**src/sv/scle_pkg.sv**
```systemverilog
package scle_pkg;

	localparam int LINE_MAX = 32;
	localparam int LEN_W    = $clog2(LINE_MAX);
	localparam int CHAR_W   = 8;
	localparam int DEST_W   = 2;
	localparam int ERASE_W  = 3;

	localparam logic [CHAR_W-1:0] KEY_CR     = 8'h0d;
	localparam logic [CHAR_W-1:0] KEY_LF     = 8'h0a;
	localparam logic [CHAR_W-1:0] KEY_BS     = 8'h7f;
	localparam logic [CHAR_W-1:0] KEY_ESC    = 8'h1b;
	localparam logic [CHAR_W-1:0] KEY_PROMPT = 8'h3e;

	localparam logic [DEST_W-1:0] DEST_ECHO = 2'd0;
	localparam logic [DEST_W-1:0] DEST_CMD  = 2'd1;
	localparam logic [DEST_W-1:0] DEST_END  = 2'd2;

	localparam logic [ERASE_W-1:0] ERASE_LAST = 3'd5;

	// Source of the byte loaded into the result register.
	typedef enum logic [2:0] {
		SRC_CHAR,
		SRC_CR,
		SRC_LF,
		SRC_ERASE,
		SRC_STORE,
		SRC_LEN,
		SRC_PROMPT
	} src_t;

	typedef struct packed {
		logic take;
		logic emit;
		src_t src;
		logic last;
		logic store_wr;
		logic len_inc;
		logic len_dec;
		logic len_clr;
		logic esc_set;
		logic esc_clr;
		logic idx_clr;
		logic idx_inc;
		logic er_clr;
		logic er_inc;
	} cmd_t;

	typedef struct packed {
		logic is_cr;
		logic is_bs;
		logic is_esc;
		logic is_letter;
		logic in_esc;
		logic len_zero;
		logic len_full;
		logic idx_at_len;
		logic erase_done;
		logic out_free;
	} status_t;

	// Cursor left then erase to end of line.
	function automatic logic [CHAR_W-1:0] erase_byte(input logic [ERASE_W-1:0] idx);
		logic [CHAR_W-1:0] b;
		case (idx)
			3'd0:    b = 8'h1b;
			3'd1:    b = 8'h5b;
			3'd2:    b = 8'h44;
			3'd3:    b = 8'h1b;
			3'd4:    b = 8'h5b;
			3'd5:    b = 8'h4b;
			default: b = 8'h00;
		endcase
		return b;
	endfunction

endpackage

```
**src/sv/scle_dp.sv**
```systemverilog
module scle_dp (
	input  logic                         clk,
	input  logic                         arst_n,
	input  scle_pkg::cmd_t               cmd,
	output scle_pkg::status_t            st,
	input  logic [scle_pkg::CHAR_W-1:0]  rx_char,
	output logic                         res_valid,
	input  logic                         res_stall,
	output logic [scle_pkg::DEST_W-1:0]  dest,
	output logic [scle_pkg::CHAR_W-1:0]  data,
	output logic                         last
);
	import scle_pkg::*;

	logic [CHAR_W-1:0]  char_q;
	logic [CHAR_W-1:0]  store_q [LINE_MAX];
	logic [CHAR_W-1:0]  rd_q;
	logic [LEN_W-1:0]   len_q;
	logic [LEN_W-1:0]   idx_q;
	logic [ERASE_W-1:0] er_q;
	logic               esc_q;
	logic               valid_q;
	logic [DEST_W-1:0]  dest_q;
	logic [CHAR_W-1:0]  data_q;
	logic               last_q;
	logic [DEST_W-1:0]  dest_d;
	logic [CHAR_W-1:0]  data_d;

	always_ff @(posedge clk) begin
		if (cmd.take)
			char_q <= rx_char;
	end

	// Line store: one write port at the current length, one registered read port.
	always_ff @(posedge clk) begin
		if (cmd.store_wr)
			store_q[len_q] <= char_q;
		rd_q <= store_q[idx_q];
	end

	always_ff @(posedge clk or negedge arst_n) begin
		if (!arst_n) begin
			len_q <= '0;
			idx_q <= '0;
			er_q  <= '0;
			esc_q <= 1'b0;
		end else begin
			if (cmd.len_clr)
				len_q <= '0;
			else if (cmd.len_inc)
				len_q <= len_q + LEN_W'(1);
			else if (cmd.len_dec)
				len_q <= len_q - LEN_W'(1);
			if (cmd.idx_clr)
				idx_q <= '0;
			else if (cmd.idx_inc)
				idx_q <= idx_q + LEN_W'(1);
			if (cmd.er_clr)
				er_q <= '0;
			else if (cmd.er_inc)
				er_q <= er_q + ERASE_W'(1);
			if (cmd.esc_set)
				esc_q <= 1'b1;
			else if (cmd.esc_clr)
				esc_q <= 1'b0;
		end
	end

	always_comb begin
		dest_d = DEST_ECHO;
		data_d = char_q;
		case (cmd.src)
			SRC_CHAR:   data_d = char_q;
			SRC_CR:     data_d = KEY_CR;
			SRC_LF:     data_d = KEY_LF;
			SRC_ERASE:  data_d = erase_byte(er_q);
			SRC_STORE: begin
				dest_d = DEST_CMD;
				data_d = rd_q;
			end
			SRC_LEN: begin
				dest_d = DEST_END;
				data_d = CHAR_W'(len_q);
			end
			SRC_PROMPT: data_d = KEY_PROMPT;
			default:    data_d = char_q;
		endcase
	end

	always_ff @(posedge clk or negedge arst_n) begin
		if (!arst_n)
			valid_q <= 1'b0;
		else if (cmd.emit)
			valid_q <= 1'b1;
		else if (!res_stall)
			valid_q <= 1'b0;
	end

	always_ff @(posedge clk) begin
		if (cmd.emit) begin
			dest_q <= dest_d;
			data_q <= data_d;
			last_q <= cmd.last;
		end
	end

	assign res_valid = valid_q;
	assign dest      = dest_q;
	assign data      = data_q;
	assign last      = last_q;

	assign st.is_cr      = (char_q == KEY_CR);
	assign st.is_bs      = (char_q == KEY_BS);
	assign st.is_esc     = (char_q == KEY_ESC);
	assign st.is_letter  = (char_q >= 8'h41 && char_q <= 8'h5a) ||
	                       (char_q >= 8'h61 && char_q <= 8'h7a);
	assign st.in_esc     = esc_q;
	assign st.len_zero   = (len_q == '0);
	assign st.len_full   = (len_q == LEN_W'(LINE_MAX - 1));
	assign st.idx_at_len = (idx_q == len_q);
	assign st.erase_done = (er_q == ERASE_LAST);
	assign st.out_free   = !valid_q || !res_stall;

	a_len_bound: assert property (@(posedge clk) disable iff (!arst_n)
		len_q <= LEN_W'(LINE_MAX - 1))
		else $error("line length beyond capacity");

	a_emit_free: assert property (@(posedge clk) disable iff (!arst_n)
		cmd.emit |-> (!valid_q || !res_stall))
		else $error("result register overwritten while held");

	a_dec_nonzero: assert property (@(posedge clk) disable iff (!arst_n)
		cmd.len_dec |-> len_q != '0)
		else $error("backspace on an empty line changed the length");

	a_wr_not_full: assert property (@(posedge clk) disable iff (!arst_n)
		cmd.store_wr |=> len_q != '0)
		else $error("store write did not grow the line");

endmodule

```
**src/sv/scle_ctrl.sv**
```systemverilog
module scle_ctrl (
	input  logic              clk,
	input  logic              arst_n,
	input  logic              rx_valid,
	output logic              rx_stall,
	input  scle_pkg::status_t st,
	output scle_pkg::cmd_t    cmd
);
	import scle_pkg::*;

	typedef enum logic [2:0] {
		ST_IDLE,
		ST_DECODE,
		ST_ERASE,
		ST_LF,
		ST_CMD_RD,
		ST_CMD_EMIT,
		ST_END,
		ST_PROMPT
	} state_t;

	state_t state_q;
	state_t state_d;

	always_comb begin
		state_d = state_q;
		cmd     = '0;
		cmd.src = SRC_CHAR;
		case (state_q)
			ST_IDLE: begin
				if (rx_valid) begin
					cmd.take = 1'b1;
					state_d  = ST_DECODE;
				end
			end
			ST_DECODE: begin
				if (st.in_esc) begin
					cmd.esc_clr = st.is_letter;
					state_d     = ST_IDLE;
				end else if (st.is_cr) begin
					if (st.out_free) begin
						cmd.emit    = 1'b1;
						cmd.src     = SRC_CR;
						cmd.idx_clr = 1'b1;
						state_d     = ST_LF;
					end
				end else if (st.is_bs) begin
					if (!st.len_zero) begin
						cmd.len_dec = 1'b1;
						cmd.er_clr  = 1'b1;
						state_d     = ST_ERASE;
					end else begin
						state_d = ST_IDLE;
					end
				end else if (st.is_esc) begin
					cmd.esc_set = 1'b1;
					state_d     = ST_IDLE;
				end else if (st.len_full) begin
					state_d = ST_IDLE;
				end else if (st.out_free) begin
					cmd.store_wr = 1'b1;
					cmd.len_inc  = 1'b1;
					cmd.emit     = 1'b1;
					cmd.src      = SRC_CHAR;
					cmd.last     = 1'b1;
					state_d      = ST_IDLE;
				end
			end
			ST_ERASE: begin
				if (st.out_free) begin
					cmd.emit   = 1'b1;
					cmd.src    = SRC_ERASE;
					cmd.last   = st.erase_done;
					cmd.er_inc = 1'b1;
					if (st.erase_done)
						state_d = ST_IDLE;
				end
			end
			ST_LF: begin
				if (st.out_free) begin
					cmd.emit = 1'b1;
					cmd.src  = SRC_LF;
					state_d  = ST_CMD_RD;
				end
			end
			// The store read is registered, so each command byte is read in ST_CMD_RD before ST_CMD_EMIT sends it.
			ST_CMD_RD: begin
				state_d = st.idx_at_len ? ST_END : ST_CMD_EMIT;
			end
			ST_CMD_EMIT: begin
				if (st.out_free) begin
					cmd.emit    = 1'b1;
					cmd.src     = SRC_STORE;
					cmd.idx_inc = 1'b1;
					state_d     = ST_CMD_RD;
				end
			end
			ST_END: begin
				if (st.out_free) begin
					cmd.emit = 1'b1;
					cmd.src  = SRC_LEN;
					state_d  = ST_PROMPT;
				end
			end
			ST_PROMPT: begin
				if (st.out_free) begin
					cmd.emit    = 1'b1;
					cmd.src     = SRC_PROMPT;
					cmd.last    = 1'b1;
					cmd.len_clr = 1'b1;
					state_d     = ST_IDLE;
				end
			end
			default: state_d = ST_IDLE;
		endcase
	end

	always_ff @(posedge clk or negedge arst_n) begin
		if (!arst_n)
			state_q <= ST_IDLE;
		else
			state_q <= state_d;
	end

	assign rx_stall = (state_q != ST_IDLE);

	a_take_idle: assert property (@(posedge clk) disable iff (!arst_n)
		cmd.take |=> state_q == ST_DECODE)
		else $error("accepted character not decoded");

	a_esc_silent: assert property (@(posedge clk) disable iff (!arst_n)
		(state_q == ST_DECODE && st.in_esc) |-> !cmd.emit && state_d == ST_IDLE)
		else $error("character inside an escape sequence produced a result");

	a_prompt_ends: assert property (@(posedge clk) disable iff (!arst_n)
		(state_q == ST_PROMPT && cmd.emit) |-> cmd.last && cmd.len_clr)
		else $error("prompt did not close the line");

endmodule

```
**src/sv/serial_console_line_editor.sv**
```systemverilog
// Serial console line editor.
// The rx channel (rx_valid, rx_stall, rx_char) takes one received console byte per
// transfer; rx_stall is high from the transfer until all results of that byte have
// been loaded into the result register. The res channel (res_valid, res_stall, dest,
// data, last) carries echo bytes (dest 0), command bytes (dest 1) and a command end
// with the line length (dest 2); last marks the final result of one received byte.
// An ordinary byte's echo is loaded into the result register from the decode state,
// after which the next byte can be taken. Escape sequence bytes, a backspace on an
// empty line and bytes arriving on a full line give no result. A backspace gives six
// results at one per cycle while the result register is free. A carriage return
// gives CR, LF, the command bytes (each first read from the line store, which has a
// registered read port), the command end and the prompt. A single result register
// separates the sides; while a held result is stalled by res_stall the sequencer
// waits and the held result stays unchanged.
// Reset empties the line, leaves escape mode and drops any pending result; the line
// store itself is not cleared, as only written entries are ever read.
module serial_console_line_editor (
	input  logic                         clk,
	input  logic                         arst_n,
	input  logic                         rx_valid,
	output logic                         rx_stall,
	input  logic [scle_pkg::CHAR_W-1:0]  rx_char,
	output logic                         res_valid,
	input  logic                         res_stall,
	output logic [scle_pkg::DEST_W-1:0]  dest,
	output logic [scle_pkg::CHAR_W-1:0]  data,
	output logic                         last
);
	import scle_pkg::*;

	cmd_t    cmd;
	status_t st;

	scle_ctrl u_ctrl (
		.clk      (clk),
		.arst_n   (arst_n),
		.rx_valid (rx_valid),
		.rx_stall (rx_stall),
		.st       (st),
		.cmd      (cmd)
	);

	scle_dp u_dp (
		.clk       (clk),
		.arst_n    (arst_n),
		.cmd       (cmd),
		.st        (st),
		.rx_char   (rx_char),
		.res_valid (res_valid),
		.res_stall (res_stall),
		.dest      (dest),
		.data      (data),
		.last      (last)
	);

endmodule

```
**config.mk**
```make
export PLATFORM = sky130hd
export DESIGN_NAME = serial_console_line_editor
export DESIGN_NICKNAME = d
export VERILOG_FILES = /design/src/sv/scle_pkg.sv /design/src/sv/scle_dp.sv /design/src/sv/scle_ctrl.sv /design/src/sv/serial_console_line_editor.sv
export SDC_FILE = /design/constraint.sdc
export NUM_CORES = 1
export LEC_CHECK = 0
export BUFFER_PORTS_ARGS = -buffer_cell sky130_fd_sc_hd__clkbuf_2
export CAP_MARGIN = 10
export CORE_UTILIZATION = 52
export CTS_CLUSTER_DIAMETER = 200
export DETAILED_ROUTE_END_ITERATION = 8
export PLACE_DENSITY = 0.76
export SLEW_MARGIN = 20
export SYNTH_ARGS = -nofsm -noshare
export SYNTH_HDL_FRONTEND = slang
export SYNTH_SLANG_ARGS = --single-unit
```
**constraint.sdc**
```tcl
create_clock -name clk -period 4 [get_ports clk]
set_input_delay 0.4 -clock clk [delete_from_list [all_inputs] [get_ports clk]]
set_output_delay 0.4 -clock clk [all_outputs]
set_load 0.01 [all_outputs]
```
==> impl_results.md <==
- Worst path arrival time: 3.81 ns
- Internal reg-to-reg setup slack: 0.66 ns
- Setup WS post-layout: 0.661 ns
- First-pass GRT wire length: 38300 um
- Pre-CTS setup slack: slightly above 0.7 ns
- Initial core utilization: 0.535
- WL/cell: 24.3 um
- Sum Neg Setup Slack: 0 ns
- Gp weighted congestion: 0.892
- Worst min path class: in -> reg
- Area Growth Syn to Fin: 13.1%
- Final core occ: 0.605
- Worst slew pin tran: 1.07 ns
- Row cnt: 55
- Synth area leaders: edfxtp_1, mux4_2, dfrtp_1
- Avg Vias per Cell: between 6 and 7
- CTS root buffer: clkbuf_16
- Clk_skew: 0.0223 ns
- Fmax achieved: 299 MHz
- Die area: 0.0241 mm2
- H-tree lvl count: 1
- Critical-path cell list: or3_1, a2111oi_2, nor4b_4, inv_1, fa_1, a21o_1, a21oi_1, mux2i_1, mux2i_1
- Sequential cell area: 0.00887 mm2
- Gr usage total: 0.215
- Vias in the first global route: between 6000 and 7000
- Core Footprint: between 0.02 and 0.025 mm2
- Final number of setup-violating endpoints: 0
- Cell with the most instances after synthesis: edfxtp_1
- Clock-pin slew reported for the worst setup and hold paths after clock tree synthesis: 0.06 ns
- Largest net degree at the start of global routing: 51
- Fin. max-slew vios: 0
- Max FO, Critical Path: 21
- Die width: 155 um
- Critical Path Start Type: flop
- Max cap viols: 0
- Antenna violations before repair: 1
- DIE HEIGHT: 155 um
- Clock sink count: 301
- ANT cells: 0
- Total CTS buffers: 30
- Synth top area share: 0.676
- TritonCTS clock tree: built
- Slowest stage cell on the critical path: edfxtp_1
- Final #Nets: between 700 and 800
- Setup Buffers After CTS: 0
- Layout cells sized above 1: 0.266
- Ys Warns: 0
- Register area share after synthesis: 0.726
- Final hold violations: 0
- IO Port Bufs: 24
- Post_cts resized: 0
- Remaining global-route overflow: 0
- Crit Path Class: reg -> reg
- Post-Syn Area: 0.0122 mm2
- RSZ-0062 raised after global routing: false
- Detailed Route WL: about 25000 um
- # DRC: 0
- Routed via count: a little over 6000
- FILL cells: roughly 1600
- Slowest stage delay, CP: 0.86 ns
- Avg Inst Size Synth: 19.3 um2
- Synth Register Bits: 301
- Yosys cell types: between 50 and 60
- Max Root-Sink Buffers: 3
- Outcome: completed
- DRT Pass-1 Iters: 5
- Worst vdd ir: 0.428 mV
- CP delay by family, top: flip-flops
- Slew Limit Headroom: 0.282
- FFs w/ async S/R, synth: 0.0598
- Skew-Pair Late Insertion Delay: 0.55 ns
- Buf+Inv Stages, Crit Path: 1
- Io pins: 25
- Number of synthesized flops with an enable pin: between 200 and 300
- DRC marker count from the first detailed-route iteration: 678
- Crit path top cell by count: mux2i_1
- Main synth FF type: edfxtp_1
- Area of the multi-input gates: 0.00318 mm2
- ANT nets after route: 0
- Pwr per Cell Area: 715 mW/mm2
- Period utilisation layout: 0.835
- Critical Path RT: 4.47 ns
- Crit path capture type: flop
- Synthesized instance count: 632
- P_leak: 0.00456 uW
- Period minus WS final: ~3.3 ns
- Synth top cells by count: edfxtp_1, mux4_2, nor2_1
- Synth area leader: edfxtp_1
- Post-DP HPWL: 16100 um
-- state kept, by name (all words and copies together) (netlist names) --
register        cells
u_ctrl.state_q      3
u_dp.char_q         8
u_dp.data           8
u_dp.dest           2
u_dp.er_q           3
u_dp.esc_q          1
u_dp.idx_q          5
u_dp.last           1
u_dp.len_q          5
u_dp.rd_q           8
u_dp.res_valid      1
u_dp.store_q      256
-- through the flow --
step                hold WS, ns  power [uW]  cells  area (um2)
floorplan                 0.104        6330    639       12200
global placement          0.387        7120    969       12800
detailed placement        0.396        7200    969       12800
CTS                     0.00761        9950   1024       13800
global route            0.00220       10300   1024       13800
finish                   0.0255        9880   1024       13800
-- area by class of cell --
type,instances,area share
Sequential cell,301,0.643
Multi-Input combinational cell,295,0.230
Clock inverter,9,0.00915
Tap cell,313,0.0284
Inverter,8,0.00217
Timing Repair Buffer,53,0.0265
Clock buffer,45,0.0614
-- final timing paths --
check | to | start | depth (start not counted)
hold reg to reg | u_dp.data[7] | u_dp.rd_q[7] | 1
setup / recovery | u_dp.len_q[4] | u_dp.char_q[5] | 9
max in group asynchronous | u_dp.idx_q[0] | arst_n | 2
hold / removal | u_dp.char_q[4] | rx_char[4] | 1
min in group asynchronous | u_dp.idx_q[0] | arst_n | 2
setup reg to reg | u_dp.len_q[4] | u_dp.char_q[5] | 9
-- report_power, final --
part / internal [uW] / switching [uW] / leakage (uW)
Sequential: 3890 / 436 / 0.00277
Clock: 1650 / 1100 / 0.000470
Combinational: 1370 / 1430 / 0.00132
-- metal layers --
layer	up-vias	track usage	part of all wire
li1	2670	-	-
met1	3219	0.303	0.41
met2	277	0.344	0.49
met3	60	0.0387	0.069
met4	2	0.0710	0.030
met5	-	0	0.00052
-- layout by cell type, fill, tap and decap left out, types with 4 or more instances in the layout --
| cell type | synthesis | routed |
|---|---|---|
| nand4_1 | 4 | 4 |
| edfxtp_1 | 275 | 275 |
| conb_1 | 1 | 8 |
| xor2_1 | 6 | 6 |
| mux2i_1 | 7 | 7 |
| nor2_1 | 49 | 49 |
| nand2_1 | 25 | 25 |
| a21oi_1 | 12 | 12 |
| mux4_2 | 80 | 80 |
| clkbuf_1 | 22 | 12 |
| xnor2_1 | 7 | 7 |
| nand3_1 | 11 | 11 |
| o21ai_0 | 11 | 11 |
| clkbuf_2 | 0 | 24 |
| inv_1 | 8 | 8 |
| o211ai_1 | 4 | 4 |
| dfxtp_1 | 8 | 8 |
| clkbuf_16 | 0 | 31 |
| nand3b_1 | 6 | 6 |
| buf_4 | 0 | 26 |
| mux2_2 | 8 | 8 |
| nor3_1 | 7 | 7 |
| ha_1 | 10 | 10 |
| dfrtp_1 | 18 | 15 |
-- worst reg2reg max path, stage by stage, from the launching register on --
cell	delay, ns
edfxtp_1	0.86
or3_1	0.24
a2111oi_2	0.10
nor4b_4	0.45
inv_1	0.29
fa_1	0.52
a21o_1	0.20
a21oi_1	0.18
mux2i_1	0.23
mux2i_1	0.19
-- cell families (layout without fill, tap and decap cells) --
logic type,Yosys count,in the layout,synth area share
xor gates and xnor gates,13,13,0.00932
DFF,301,301,0.726
muxes,95,95,0.161
adders and majority gates,11,11,0.0119
and+or+nand+nor,118,118,0.0477
buffers and inverters,43,115,0.0162
other,1,8,0.000307
AOI/OAI and AO/OA,50,50,0.0280
-- what timing repair did --
action                                 4_1_cts  5_1_grt
setup endpoints to repair                    0        0
endpoints found under the hold margin       18        0
hold buffers                                 1        0
(Power assumes the default switching activity.)
